## config.mk

```make
export PLATFORM = sky130hd
export DESIGN_NAME = bloom_filter_three_slice_hash
export DESIGN_NICKNAME = d
export VERILOG_FILES = /design/src/rtl/bfh_pkg.sv /design/src/rtl/bfh_front.sv /design/src/rtl/bfh_queue.sv /design/src/rtl/bfh_back.sv /design/src/rtl/bloom_filter_three_slice_hash.sv
export SDC_FILE = /design/constraint.sdc
export NUM_CORES = 2
export LEC_CHECK = 0
export BUFFER_PORTS_ARGS = -buffer_cell sky130_fd_sc_hd__buf_2
export CAP_MARGIN = 20
export CORE_UTILIZATION = 55
export CTS_BUF_LIST = sky130_fd_sc_hd__clkbuf_4 sky130_fd_sc_hd__clkbuf_8
export DETAILED_ROUTE_END_ITERATION = 6
export PLACE_DENSITY_LB_ADDON = 0.25
export SLEW_MARGIN = 25
export SYNTH_ARGS = -nofsm -noshare
export SYNTH_HDL_FRONTEND = slang
export SYNTH_SLANG_ARGS = --single-unit
```

## constraint.sdc

```tcl
create_clock -name clk -period 8.01 [get_ports clk]
set_input_delay 2.403 -clock clk [delete_from_list [all_inputs] [get_ports clk]]
set_output_delay 2.403 -clock clk [all_outputs]
set_load 0.005 [all_outputs]
```

## src/rtl/bfh_pkg.sv

```systemverilog
// Shared types and constants for the three-slice-hash Bloom filter.
// Holds the request, response and internal command formats; no dependencies.
package bfh_pkg;

	localparam int FILTER_BITS = 1024;
	localparam int HASH_COUNT  = 3;
	localparam int WORD_W      = 32;
	localparam int WORD_COUNT  = FILTER_BITS / WORD_W;
	localparam int IDX_W       = $clog2(FILTER_BITS);
	localparam int WADDR_W     = $clog2(WORD_COUNT);
	localparam int POS_W       = $clog2(WORD_W);
	localparam int PROBE_W     = $clog2(HASH_COUNT);
	localparam int CNT_W       = 11;
	localparam int ELEM_W      = 16;
	localparam int POP_W       = 6;
	localparam logic [ELEM_W-1:0] ELEM_MAX = 16'hffff;

	typedef enum logic [1:0] {
		OP_ADD   = 2'd0,
		OP_TEST  = 2'd1,
		OP_WRITE = 2'd2,
		OP_READ  = 2'd3
	} op_t;

	typedef struct packed {
		op_t                op;
		logic [23:0]        key_head;
		logic               key_short;
		logic [WADDR_W-1:0] word_index;
		logic [WORD_W-1:0]  word_data;
	} req_t;

	typedef struct packed {
		logic              present;
		logic [WORD_W-1:0] word_out;
		logic [CNT_W-1:0]  set_bit_count;
		logic [ELEM_W-1:0] elements_added;
	} rsp_t;

	typedef struct packed {
		op_t                                op;
		logic [HASH_COUNT-1:0][IDX_W-1:0]   idx;
		logic [WADDR_W-1:0]                 word_index;
		logic [WORD_W-1:0]                  word_data;
	} cmd_t;

endpackage

```

## src/rtl/bfh_front.sv

```systemverilog
// Front end of the Bloom filter: takes request beats and turns them into commands.
// The three bit indices are fixed key-head bits, zero for a short key. Depends on bfh_pkg.
module bfh_front (
	input  logic          req_valid,
	output logic          req_stall,
	input  bfh_pkg::req_t req,
	output logic          push_valid,
	input  logic          push_full,
	output bfh_pkg::cmd_t push_cmd
);

	logic [bfh_pkg::IDX_W-1:0] h0, h1, h2;

	always_comb begin
		h0 = req.key_head[23:14];
		h1 = req.key_head[13:4];
		h2 = {req.key_head[18:16], 1'b0, req.key_head[14:9]};
		if (req.key_short) begin
			h0 = '0;
			h1 = '0;
			h2 = '0;
		end
	end

	always_comb begin
		push_cmd            = '0;
		push_cmd.op         = req.op;
		push_cmd.word_index = req.word_index;
		push_cmd.word_data  = req.word_data;
		if (req.op == bfh_pkg::OP_ADD || req.op == bfh_pkg::OP_TEST) begin
			push_cmd.idx[0] = h0;
			push_cmd.idx[1] = h1;
			push_cmd.idx[2] = h2;
		end
	end

	assign push_valid = req_valid;
	assign req_stall  = push_full;

endmodule

```

## src/rtl/bfh_queue.sv

```systemverilog
// Two-entry command queue between the front end and the execution unit.
// Depends on bfh_pkg for the command format.
module bfh_queue (
	input  logic          clk,
	input  logic          arst_n,
	input  logic          push_valid,
	output logic          push_full,
	input  bfh_pkg::cmd_t push_cmd,
	output logic          pop_valid,
	input  logic          pop,
	output bfh_pkg::cmd_t pop_cmd
);

	bfh_pkg::cmd_t entry_q [2];
	logic          wr_ptr_q;
	logic          rd_ptr_q;
	logic [1:0]    count_q;
	logic          do_push;
	logic          do_pop;

	assign push_full = (count_q == 2'd2);
	assign pop_valid = (count_q != 2'd0);
	assign pop_cmd   = entry_q[rd_ptr_q];
	assign do_push   = push_valid && !push_full;
	assign do_pop    = pop && pop_valid;

	always_ff @(posedge clk) begin
		if (do_push) begin
			entry_q[wr_ptr_q] <= push_cmd;
		end
	end

	always_ff @(posedge clk or negedge arst_n) begin
		if (!arst_n) begin
			wr_ptr_q <= 1'b0;
			rd_ptr_q <= 1'b0;
			count_q  <= 2'd0;
		end else begin
			if (do_push) begin
				wr_ptr_q <= !wr_ptr_q;
			end
			if (do_pop) begin
				rd_ptr_q <= !rd_ptr_q;
			end
			case ({do_push, do_pop})
				2'b10:   count_q <= count_q + 2'd1;
				2'b01:   count_q <= count_q - 2'd1;
				default: count_q <= count_q;
			endcase
		end
	end

endmodule

```

## src/rtl/bfh_back.sv

```systemverilog
// Execution unit of the Bloom filter: the 32 x 32 filter memory, the counters
// and the response register. Runs one command at a time. Depends on bfh_pkg.
module bfh_back (
	input  logic          clk,
	input  logic          arst_n,
	input  logic          cmd_valid,
	output logic          cmd_pop,
	input  bfh_pkg::cmd_t cmd,
	output logic          rsp_valid,
	input  logic          rsp_stall,
	output bfh_pkg::rsp_t rsp
);

	typedef enum logic [2:0] {
		ST_IDLE,
		ST_RD,
		ST_EX,
		ST_SUM,
		ST_DONE
	} state_t;

	function automatic logic [bfh_pkg::POP_W-1:0] pop32(input logic [bfh_pkg::WORD_W-1:0] v);
		logic [bfh_pkg::POP_W-1:0] n;
		n = '0;
		for (int i = 0; i < 8; i++) begin
			n = n + bfh_pkg::POP_W'(v[4*i]) + bfh_pkg::POP_W'(v[4*i+1])
			      + bfh_pkg::POP_W'(v[4*i+2]) + bfh_pkg::POP_W'(v[4*i+3]);
		end
		return n;
	endfunction

	state_t                              state_q;
	bfh_pkg::cmd_t                       cmd_q;
	logic [bfh_pkg::PROBE_W-1:0]         probe_q;
	logic                                present_q;
	logic [bfh_pkg::WORD_W-1:0]          word_out_q;
	logic [bfh_pkg::POP_W-1:0]           pop_old_q;
	logic [bfh_pkg::POP_W-1:0]           pop_new_q;
	logic [bfh_pkg::CNT_W-1:0]           bit_total_q;
	logic [bfh_pkg::ELEM_W-1:0]          elem_total_q;
	logic                                rsp_valid_q;
	bfh_pkg::rsp_t                       rsp_q;

	logic [bfh_pkg::WORD_W-1:0]          mem_q [bfh_pkg::WORD_COUNT];
	logic [bfh_pkg::WORD_COUNT-1:0]      row_valid_q;
	logic [bfh_pkg::WORD_W-1:0]          rd_data_q;
	logic                                rd_valid_q;

	logic                                is_key_op;
	logic [bfh_pkg::IDX_W-1:0]           probe_idx;
	logic [bfh_pkg::WADDR_W-1:0]         addr;
	logic [bfh_pkg::POS_W-1:0]           pos;
	logic [bfh_pkg::WORD_W-1:0]          word_cur;
	logic                                bit_cur;
	logic                                mem_we;
	logic [bfh_pkg::WORD_W-1:0]          mem_wdata;
	logic                                rsp_free;
	logic [bfh_pkg::ELEM_W-1:0]          elem_next;

	assign is_key_op = (cmd_q.op == bfh_pkg::OP_ADD) || (cmd_q.op == bfh_pkg::OP_TEST);
	assign probe_idx = cmd_q.idx[probe_q];
	assign addr      = is_key_op ? probe_idx[bfh_pkg::IDX_W-1:bfh_pkg::POS_W] : cmd_q.word_index;
	assign pos       = probe_idx[bfh_pkg::POS_W-1:0];
	assign word_cur  = rd_valid_q ? rd_data_q : '0;
	assign bit_cur   = word_cur[pos];
	assign mem_we    = (state_q == ST_EX) &&
	                   (((cmd_q.op == bfh_pkg::OP_ADD) && !bit_cur) ||
	                    (cmd_q.op == bfh_pkg::OP_WRITE));
	assign mem_wdata = (cmd_q.op == bfh_pkg::OP_WRITE) ? cmd_q.word_data
	                   : (word_cur | (bfh_pkg::WORD_W'(1) << pos));
	assign cmd_pop   = (state_q == ST_IDLE) && cmd_valid;
	assign rsp_free  = !rsp_valid_q || !rsp_stall;
	assign elem_next = ((cmd_q.op == bfh_pkg::OP_ADD) && (elem_total_q != bfh_pkg::ELEM_MAX))
	                   ? elem_total_q + 1'b1 : elem_total_q;
	assign rsp_valid = rsp_valid_q;
	assign rsp       = rsp_q;

	always_ff @(posedge clk) begin
		if (mem_we) begin
			mem_q[addr] <= mem_wdata;
		end
		if (state_q == ST_RD) begin
			rd_data_q <= mem_q[addr];
		end
	end

	always_ff @(posedge clk or negedge arst_n) begin
		if (!arst_n) begin
			row_valid_q <= '0;
			rd_valid_q  <= 1'b0;
		end else begin
			if (mem_we) begin
				row_valid_q[addr] <= 1'b1;
			end
			if (state_q == ST_RD) begin
				rd_valid_q <= row_valid_q[addr];
			end
		end
	end

	always_ff @(posedge clk or negedge arst_n) begin
		if (!arst_n) begin
			state_q      <= ST_IDLE;
			cmd_q        <= '0;
			probe_q      <= '0;
			present_q    <= 1'b0;
			word_out_q   <= '0;
			pop_old_q    <= '0;
			pop_new_q    <= '0;
			bit_total_q  <= '0;
			elem_total_q <= '0;
			rsp_valid_q  <= 1'b0;
			rsp_q        <= '0;
		end else begin
			if (rsp_valid_q && !rsp_stall && !((state_q == ST_DONE) && rsp_free)) begin
				rsp_valid_q <= 1'b0;
			end
			case (state_q)
				ST_IDLE: begin
					if (cmd_valid) begin
						cmd_q      <= cmd;
						probe_q    <= '0;
						present_q  <= 1'b1;
						word_out_q <= '0;
						state_q    <= ST_RD;
					end
				end
				ST_RD: begin
					state_q <= ST_EX;
				end
				ST_EX: begin
					case (cmd_q.op)
						bfh_pkg::OP_ADD, bfh_pkg::OP_TEST: begin
							if (!bit_cur) begin
								if (cmd_q.op == bfh_pkg::OP_ADD) begin
									bit_total_q <= bit_total_q + 1'b1;
								end else begin
									present_q <= 1'b0;
								end
							end
							if (probe_q == bfh_pkg::PROBE_W'(bfh_pkg::HASH_COUNT - 1)) begin
								state_q <= ST_DONE;
							end else begin
								probe_q <= probe_q + 1'b1;
								state_q <= ST_RD;
							end
						end
						bfh_pkg::OP_WRITE: begin
							pop_old_q <= pop32(word_cur);
							pop_new_q <= pop32(cmd_q.word_data);
							state_q   <= ST_SUM;
						end
						default: begin
							word_out_q <= word_cur;
							state_q    <= ST_DONE;
						end
					endcase
				end
				ST_SUM: begin
					bit_total_q <= bit_total_q - bfh_pkg::CNT_W'(pop_old_q)
					               + bfh_pkg::CNT_W'(pop_new_q);
					state_q     <= ST_DONE;
				end
				ST_DONE: begin
					if (rsp_free) begin
						elem_total_q         <= elem_next;
						rsp_valid_q          <= 1'b1;
						rsp_q.present        <= (cmd_q.op == bfh_pkg::OP_TEST) && present_q;
						rsp_q.word_out       <= word_out_q;
						rsp_q.set_bit_count  <= bit_total_q;
						rsp_q.elements_added <= elem_next;
						state_q              <= ST_IDLE;
					end
				end
				default: begin
					state_q <= ST_IDLE;
				end
			endcase
		end
	end

	a_bit_total_range: assert property (@(posedge clk) disable iff (!arst_n)
		bit_total_q <= bfh_pkg::CNT_W'(bfh_pkg::FILTER_BITS))
		else $error("set bit count exceeds filter size");

	a_probe_range: assert property (@(posedge clk) disable iff (!arst_n)
		probe_q <= bfh_pkg::PROBE_W'(bfh_pkg::HASH_COUNT - 1))
		else $error("probe counter out of range");

	a_ex_after_rd: assert property (@(posedge clk) disable iff (!arst_n)
		(state_q == ST_EX) |-> ($past(state_q) == ST_RD))
		else $error("execute step without a preceding memory read");

	a_rsp_from_done: assert property (@(posedge clk) disable iff (!arst_n)
		$rose(rsp_valid_q) |-> ($past(state_q) == ST_DONE))
		else $error("response raised outside the completion step");

	a_elem_monotonic: assert property (@(posedge clk) disable iff (!arst_n)
		elem_total_q >= $past(elem_total_q))
		else $error("element count decreased");

endmodule

```

## src/rtl/bloom_filter_three_slice_hash.sv

```systemverilog
// An add or test beat runs the read and execute steps once per probe, then completion; a write
// runs read, execute, sum and completion; a read runs read, execute and completion. Each beat is
// finished before the next is taken; the single memory read port serves the three probes in turn.
// A two-entry queue lets request beats be taken while a response waits to be taken.
// Reset (arst_n low, asynchronous) clears the filter through per-word valid bits and both counters.
module bloom_filter_three_slice_hash (
	input  logic          clk,
	input  logic          arst_n,
	input  logic          req_valid,
	output logic          req_stall,
	input  bfh_pkg::req_t req,
	output logic          rsp_valid,
	input  logic          rsp_stall,
	output bfh_pkg::rsp_t rsp
);

	logic          push_valid;
	logic          push_full;
	bfh_pkg::cmd_t push_cmd;
	logic          pop_valid;
	logic          pop;
	bfh_pkg::cmd_t pop_cmd;

	bfh_front u_front (
		.req_valid  (req_valid),
		.req_stall  (req_stall),
		.req        (req),
		.push_valid (push_valid),
		.push_full  (push_full),
		.push_cmd   (push_cmd)
	);

	bfh_queue u_queue (
		.clk        (clk),
		.arst_n     (arst_n),
		.push_valid (push_valid),
		.push_full  (push_full),
		.push_cmd   (push_cmd),
		.pop_valid  (pop_valid),
		.pop        (pop),
		.pop_cmd    (pop_cmd)
	);

	bfh_back u_back (
		.clk       (clk),
		.arst_n    (arst_n),
		.cmd_valid (pop_valid),
		.cmd_pop   (pop),
		.cmd       (pop_cmd),
		.rsp_valid (rsp_valid),
		.rsp_stall (rsp_stall),
		.rsp       (rsp)
	);

endmodule
```

; ---- After elaboration in Yosys (flattened, before gate mapping)
; Memories as Yosys holds them, arrays and structs flattened. A register that Yosys moved wholly into a read port is not among the register bits.
; Cells that the tools add are included.
[word_totals]
regBits = 159
latchBits = 0
mem_bits_rw = 1162
rom_bits = 0
out_inout_bits = 62
word_cells = 200
memories = 2
[classes]
add_sub_neg = 69
multipliers = 0
n_div = 0
magnitude_cmp = 4
eq_ne = 20
n_shift = 1
mux = 44
bitwise = 2
n_reduce_logical = 41
[memory_table]
columns = name, depth, word_bits, rd, rd_clocked_by_memory_dff, write_ports, line
row1 = u_back.mem_q, 32, 32, 1, 1, 1, bfh_back.sv:44  ; logic [bfh_pkg::WORD_W-1:0] mem_q [bfh_pkg::WORD_COUNT];
row2 = u_queue.entry_q, 2, 69, 1, 1, 1, bfh_queue.sv:14  ; bfh_pkg::cmd_t entry_q [2];
[ops]
columns = cell, count
row1 = adder 6 x 1 -> 6 bit, 60
row2 = two-way mux 32 bit, 4
row3 = OR 32 bit, 2
row4 = one-hot mux 32 bit (2 select lines), 1
row5 = two-way mux 10 bit, 4
row6 = two-way mux 11 bit, 3
row7 = "left shift 1 x 5 -> 32 bit, first input constant", 1
row8 = two-way mux 30 bit, 1
row9 = one-hot mux 11 bit (2 select lines), 1
row10 = binary-select mux 10 bit (select 2 bit), 1
row11 = "adder 16 x 1 -> 16 bit, second input constant", 1
row12 = "inequality test 16 bit, second input constant", 1
row13 = one-hot mux 3 bit (5 select lines), 1
row14 = two-way mux 1 bit, 14
row15 = "< comparator 5 x 6 -> 1 bit, second input constant", 2
row16 = "adder 11 x 1 -> 11 bit, second input constant", 1
row17 = adder 11 x 6 -> 11 bit, 1
row18 = logical AND 1 bit, 11
row19 = subtractor 11 x 6 -> 11 bit, 1
row20 = binary-select mux 1 bit (select 5 bit), 2
row21 = "inequality test 2 bit, second input constant", 5
row22 = two-way mux 3 bit, 3
row23 = "== test 2 bit, second input constant", 4
row24 = logical NOT 1 bit, 8
row25 = other kinds (26), 48

; ---- Longest topological paths before layout
[logic_depth]
word_depth = 32
ltp_mapped = 21
ltp_nobuf = 19

; ---- Hierarchy
; Synthesis repeated with hierarchy kept, for this count alone.
[hier_totals]
hier_cells = 3736
hier_area_um2 = 56765.7
[by_module_without_submodules]
columns = module, n_inst, cells_per_inst, area_each_um2
row1 = bfh_back, 1, 3427, 50647.3
row2 = bfh_queue, 1, 233, 5431.5
row3 = bfh_front, 1, 76, 686.9

; ---- Worst setup path before layout
; Ideal clock, no wire load.
[synth_path]
path_kind = register to register
from = register u_back.probe_q[0] (netlist bit)
to = memory u_back.mem_q[27][0] (netlist bit) (enable)
setup_ns = 0.504
t_arrival_ns = 5.228
required_ns = 7.506
path_slack_ns = 2.278
path_stages_with_launch = 11
path_buffers = 6
period_less_slack_ns = 5.732
cell_sequence = dfrtp_1 > buf_4 > buf_2 > buf_4 > o22ai_1 > mux2_2 > buf_2 > buf_4 > buf_2 > nand2_1 > nor4_1
[synth_via]
elab_chain_cells = 10
elab_cells_between_ends = 11
cone_classes = 7 x mux / 4 x reduce/logical
[synth_lines]
columns = item, line
row1 = from (decl), bfh_back.sv:34  ; logic [bfh_pkg::PROBE_W-1:0] probe_q;
row2 = from (signal assigned), bfh_back.sv:144  ; probe_q <= probe_q + 1'b1;
row3 = binary-select mux 10 bit (select 2 bit) (*), bfh_back.sv:61  ; assign probe_idx = cmd_q.idx[probe_q];
row4 = two-way mux 10 bit (not written as such) (*), bfh_back.sv:61
row5 = binary-select mux 1 bit (select 5 bit), bfh_back.sv:65  ; assign bit_cur = word_cur[pos];
row6 = two-way mux 1 bit (not written as such), bfh_back.sv:65
row7 = logical NOT 1 bit, bfh_back.sv:67  ; (((cmd_q.op == bfh_pkg::OP_ADD) && !bit_cur) ||
row8 = logical AND 1 bit, bfh_back.sv:67
row9 = logical OR 1 bit, bfh_back.sv:67
row10 = logical AND 1 bit, bfh_back.sv:66  ; assign mem_we = (state_q == ST_EX) &&
row11 = two-way mux 1 bit, bfh_back.sv:79  ; if (mem_we) begin
row12 = two-way mux 1 bit (not written as such), bfh_back.sv:80  ; mem_q[addr] <= mem_wdata;
row13 = to (decl), bfh_back.sv:44
; Mark *: on every way between the ends. The rest lies on a longest branch, timed or not. The select of a mux whose other input is x is not followed.

; ---- Worst setup path after layout
[layout_path]
from = register u_back.rd_valid_q
to = register u_back.pop_old_q[4] (netlist bit)
[layout_via]
elab_chain_cells = 32
[layout_lines]
columns = item, line
row1 = from (decl), bfh_back.sv:47  ; logic rd_valid_q;
row2 = from (signal assigned), bfh_back.sv:96  ; rd_valid_q <= row_valid_q[addr];
row3 = two-way mux 32 bit (*), bfh_back.sv:64  ; assign word_cur = rd_valid_q ? rd_data_q : '0;
row4 = adder 1 x 1 -> 2 bit, bfh_back.sv:26  ; n = n + bfh_pkg::POP_W'(v[4*i]) + bfh_pkg::POP_W'(v[4*i+1])
row5 = adder 6 x 1 -> 6 bit (2 in series), bfh_back.sv:27  ; + bfh_pkg::POP_W'(v[4*i+2]) + bfh_pkg::POP_W'(v[4*i+3]);
row6 = adder 6 x 1 -> 6 bit (2 in series), bfh_back.sv:26
row7 = adder 6 x 1 -> 6 bit (2 in series), bfh_back.sv:27
row8 = adder 6 x 1 -> 6 bit (2 in series), bfh_back.sv:26
row9 = adder 6 x 1 -> 6 bit (2 in series), bfh_back.sv:27
row10 = adder 6 x 1 -> 6 bit (2 in series), bfh_back.sv:26
row11 = (+4 left out), --
row12 = adder 6 x 1 -> 6 bit (2 in series), bfh_back.sv:27
row13 = adder 6 x 1 -> 6 bit (2 in series), bfh_back.sv:26
row14 = adder 6 x 1 -> 6 bit (2 in series), bfh_back.sv:27
row15 = adder 6 x 1 -> 6 bit (2 in series), bfh_back.sv:26
row16 = adder 6 x 1 -> 6 bit (2 in series), bfh_back.sv:27
row17 = adder 6 x 1 -> 6 bit (2 in series), bfh_back.sv:26
row18 = adder 6 x 1 -> 6 bit, bfh_back.sv:27
row19 = adder 6 x 1 -> 6 bit (*), bfh_back.sv:27
row20 = to (signal assigned), bfh_back.sv:149  ; pop_old_q <= pop32(word_cur);
row21 = to (decl), bfh_back.sv:37  ; logic [bfh_pkg::POP_W-1:0] pop_old_q;
; Mark *: on every way between the ends. The rest lies on a longest branch, timed or not.
; A chain may end at the register's enable or synchronous reset.

==> impl_metrics.py <==
metrics = {
    "cts": {
        "count_of_cells_resized_by_post_cts_repair": 0,
        "insertion_delay_ps": 890,
        "root_buffer": "sky130_fd_sc_hd__clkbuf_8",
        "clock-sinks": 1392,
        "cts_buffer_depth": 3,
        "cts_tree": "yes",
        "cts-htree-levels": 4,
        "cts_post_setup_buffers_inserted": 0,
        "clk_pin_slew_worst_paths_ps": 60,
        "cts-buffers-inserted": 210,
        "cts_hold_buffers": 0,
    },
    "grt": {
        "grt.overflow.total": 0,
        "grt_pass1_vias": 30700,
        "antenna_found_initial": 7,
        "groute.usage.overall_pct": 27.3,
        "grt_start_max_net_pins": 141,
        "first_pass_grt_wire_length_microns": 202000,
    },
    "synth": {
        "netlist.area_leader.share_pct": 63.0,
        "syn_area_per_cell_sq_um": 18.6,
        "syn-num-nets": 3159,
        "synth_sequential_area_ratio_pct": 72.8,
        "ys_async_sr_fraction_pct": 15.7,
        "synthFlopType": "sky130_fd_sc_hd__edfxtp_1",
        "count_of_flip_flops_with_a_built_in_enable_after_synthesis": 1174,
        "yosysUniqueCellTypes": 74,
        "ff_latch_count_synth": 1392,
        "mappedNetlistArea_sq_um": 55900,
        "synthTopCellsByArea": "sky130_fd_sc_hd__edfxtp_1 63%, sky130_fd_sc_hd__mux4_2 11%, sky130_fd_sc_hd__dfrtp_1 9.8%",
        "ys.warnings.count": 0,
        "syn-instance-count": 3003,
        "yosys.area.top_type": "sky130_fd_sc_hd__edfxtp_1",
    },
    "sta": {
        "finalHoldViolCount": 0,
        "setup_total_negative_slack_ps": 0,
        "slew_viol_final": 0,
        "finalCritPeriodShare_pct": 76.5,
        "max_slew_margin_pct": 28.9,
        "post-route-min-period_ps": 6130,
        "finalSetupViolations": 0,
        "fmaxAchievable_mhz": 163,
        "worst_clock_skew_ps": 43.7,
        "grt_setup_unrepaired": "no",
        "hold_slack_ps": 462,
        "tightestPinTransition_ps": 1070,
    },
    "hold_path": {
        "worst_hold_path.num_cells": 1,
        "hold-path-endpoint": "u_back.row_valid_q[16]$_DFFE_PN0P_",
        "hold_start": "u_back.row_valid_q[16]$_DFFE_PN0P_",
        "holdCritPathClass": "reg -> reg",
    },
    "place": {
        "finalWeightedCongestion": 0.880,
        "port_buffers": 125,
        "placedCellCount": 4419,
        "dp_hpwl_microns": 81600,
    },
    "worst_setup_path": {
        "worst_path_most_repeated_cell": "sky130_fd_sc_hd__fa_1",
        "timing.critical_path.fanout_max": 36,
        "setup.worst_path.end_class": "flop",
        "cp.required_ps": 8730,
        "r2r.worst_path.cells": 19,
        "path_cells": "buf_4, nand2_1, fa_1, inv_1, fa_1, inv_1, fa_1, fa_1, fa_1, inv_1, fa_1, inv_1, fa_1, inv_1, fa_1, a21o_1, a21oi_1, xor2_1, o21ai_0",
        "ff2ff_setup_slack_ps": 1880,
        "r2r_start": "u_back.rd_valid_q$_DFFE_PN0P_",
        "critical_path_class": "reg -> reg",
        "delay_of_the_slowest_cell_on_the_worst_path_ps": 730,
        "critical_path.startpoint_type": "flop",
        "r2r-end": "u_back.pop_old_q[4]$_DFFE_PN0P_",
        "slowest_stage": "sky130_fd_sc_hd__dfrtp_1",
        "worstPathArrival_ps": 6850,
    },
    "route": {
        "met3_length_microns": 11900,
        "drt_initial_violations": 3334,
        "route.detailed.drc": 0,
        "count_of_vias_placed_by_the_detailed_router": 29900,
        "vias_per_cell": 6.21,
        "routedLengthMet1_microns": 55400,
        "finalWirelength_microns": 138000,
        "routed.top_layer": "met5",
        "post_drt_wl_per_cell_microns": 28.7,
        "met2RoutedLength_microns": 67100,
        "route.antenna.remaining_nets": 0,
        "detail_route.first_pass.iterations": 6,
    },
    "floorplanning": {
        "die_w_microns": 321,
        "placeableCoreArea_sq_um": 100000,
        "rows": 116,
        "fp.dieH_microns": 321,
        "fp.dieArea_sq_um": 103000,
        "initial_core_util_pct": 55.7,
        "num_io_pins": 130,
    },
    "job": {
        "drv_cap": 0,
    },
    "layout": {
        "final_layout_size_suffix_gt1_share_pct": 27.9,
        "areaGrowthSynthToFinish_pct": 13.0,
        "design.final.nets": 3435,
        "layoutNonFillerInstCount": 4815,
    },
    "status": {
        "outcome": "complete, no violations",
    },
}
[Yosys cell counts (12+ instances only)]
| cell | n |
|---|---|
| sky130_fd_sc_hd__a21oi_1 | 20 |
| sky130_fd_sc_hd__a32o_1 | 15 |
| sky130_fd_sc_hd__mux2i_1 | 84 |
| sky130_fd_sc_hd__nand2_1 | 173 |
| sky130_fd_sc_hd__buf_1 | 16 |
| sky130_fd_sc_hd__clkbuf_1 | 78 |
| sky130_fd_sc_hd__o21a_1 | 13 |
| sky130_fd_sc_hd__xnor2_1 | 28 |
| sky130_fd_sc_hd__mux4_2 | 264 |
| sky130_fd_sc_hd__fa_1 | 54 |
| sky130_fd_sc_hd__nor4_2 | 22 |
| sky130_fd_sc_hd__o211ai_1 | 19 |
| sky130_fd_sc_hd__or2_1 | 30 |
| sky130_fd_sc_hd__ha_1 | 34 |
| sky130_fd_sc_hd__nor3_1 | 12 |
| sky130_fd_sc_hd__nand3_1 | 23 |
| sky130_fd_sc_hd__nor2_1 | 58 |
| sky130_fd_sc_hd__edfxtp_1 | 1174 |
| sky130_fd_sc_hd__buf_2 | 45 |
| sky130_fd_sc_hd__nand4_1 | 27 |
| sky130_fd_sc_hd__mux2_2 | 40 |
| sky130_fd_sc_hd__a22oi_1 | 122 |
| sky130_fd_sc_hd__inv_1 | 119 |
| sky130_fd_sc_hd__and2_1 | 31 |
| sky130_fd_sc_hd__o21ai_0 | 128 |
| sky130_fd_sc_hd__dfrtp_1 | 218 |
| sky130_fd_sc_hd__xor2_1 | 12 |
[cells by family (layout without fill, tap and decap cells)]
family	Yosys count	count (layout)	share of synthesized area [%]
and+or+nand+nor	430	430	4.05
AOI/OAI and AO/OA	390	390	4.75
muxes	393	393	13.1
other	0	1	0
buffers and inverters	270	724	2.01
xor gates and xnor gates	40	40	0.626
DFF	1392	1392	72.8
adders and majority gates	88	88	2.69
[metal layers]
metal,vias to the layer above,track usage [%]
met3,266,5.07
met5,-,0
met2,1516,43.8
met1,15600,38.3
li1,12500,-
met4,4,8.89
[worst max-delay path, delay by kind of cell (launching register included)]
kind | cells | cell delay, ps
and+or+nand+nor | 1 | 210
xor gates and xnor gates | 1 | 150
DFF | 1 | 730
buffers and inverters | 6 | 790
AOI/OAI and AO/OA | 3 | 460
adders and majority gates | 8 | 3610
[state kept, by name (all words and copies together), names as in the netlist, 2 cells and up]
name                 flops
u_back.row_valid_q      32
u_back.word_out_q       32
u_queue.count_q          2
u_back.rsp              44
u_queue.entry_q        118
u_back.probe_q           2
u_back.pop_new_q         6
u_back.mem_q          1024
u_back.bit_total_q      11
u_back.cmd_q            59
u_back.elem_total_q     16
u_back.state_q           3
u_back.pop_old_q         6
u_back.rd_data_q        32
[cell type report]
class	instances	area, sq um
multi-input combinational	1341	14700
inverter	119	447
sequential	1392	40700
tap	1357	1700
timing repair buffer	215	1400
fill	7016	37200
antenna	1	2.50
clock buffer	286	3570
clock inverter	104	746
[stage by stage]
stage / setup slack, ps / instance area, sq um / utilization, %
3_5_place_dp: 1910 / 58800 / 58.5
3_3_place_gp: 1880 / 58800 / 58.5
4_1_cts: 1890 / 63100 / 62.8
6_report: 1880 / 63200 / 63.0
5_1_grt: 1650 / 63200 / 63.0
2_1_floorplan: 2280 / 55900 / -
[worst max-delay path by stage]
stage,from,end,slack [ps],cells after the start
floorplan,u_back.probe_q[0]$_DFFE_PN0P_,u_back.mem_q[27][0]$_DFFE_PP_,2280,10
global placement,u_back.rd_valid_q$_DFFE_PN0P_,u_back.pop_old_q[4]$_DFFE_PN0P_,1880,19
detailed placement,u_back.rd_valid_q$_DFFE_PN0P_,u_back.pop_old_q[4]$_DFFE_PN0P_,1910,19
CTS,u_back.rd_valid_q$_DFFE_PN0P_,u_back.pop_old_q[4]$_DFFE_PN0P_,1890,19
global route,u_back.rd_valid_q$_DFFE_PN0P_,u_back.pop_old_q[4]$_DFFE_PN0P_,1650,19
finish,u_back.rd_valid_q$_DFFE_PN0P_,u_back.pop_old_q[4]$_DFFE_PN0P_,1880,19
[cells in the final DEF, fill, tap and decap left out, drive strengths merged, types with 15 or more instances in the layout]
| cell type | instances |
|---|---|
| xnor2 | 28 |
| a22oi | 122 |
| a21oi | 21 |
| inv | 131 |
| nand3 | 23 |
| clkinv | 82 |
| dfrtp | 218 |
| o211ai | 21 |
| a32o | 15 |
| clkbuf | 286 |
| nor4 | 26 |
| o21ai | 134 |
| fa | 54 |
| nor2 | 59 |
| ha | 34 |
| buf | 215 |
| mux2i | 88 |
| edfxtp | 1174 |
| nand4 | 27 |
| nand2 | 174 |
| mux2 | 41 |
| mux4 | 264 |
| or2 | 36 |
| and2 | 31 |
Power is left out: the tool's default activity adds up to more than one toggle a clock period on the data nets, which glitch-free logic cannot reach.
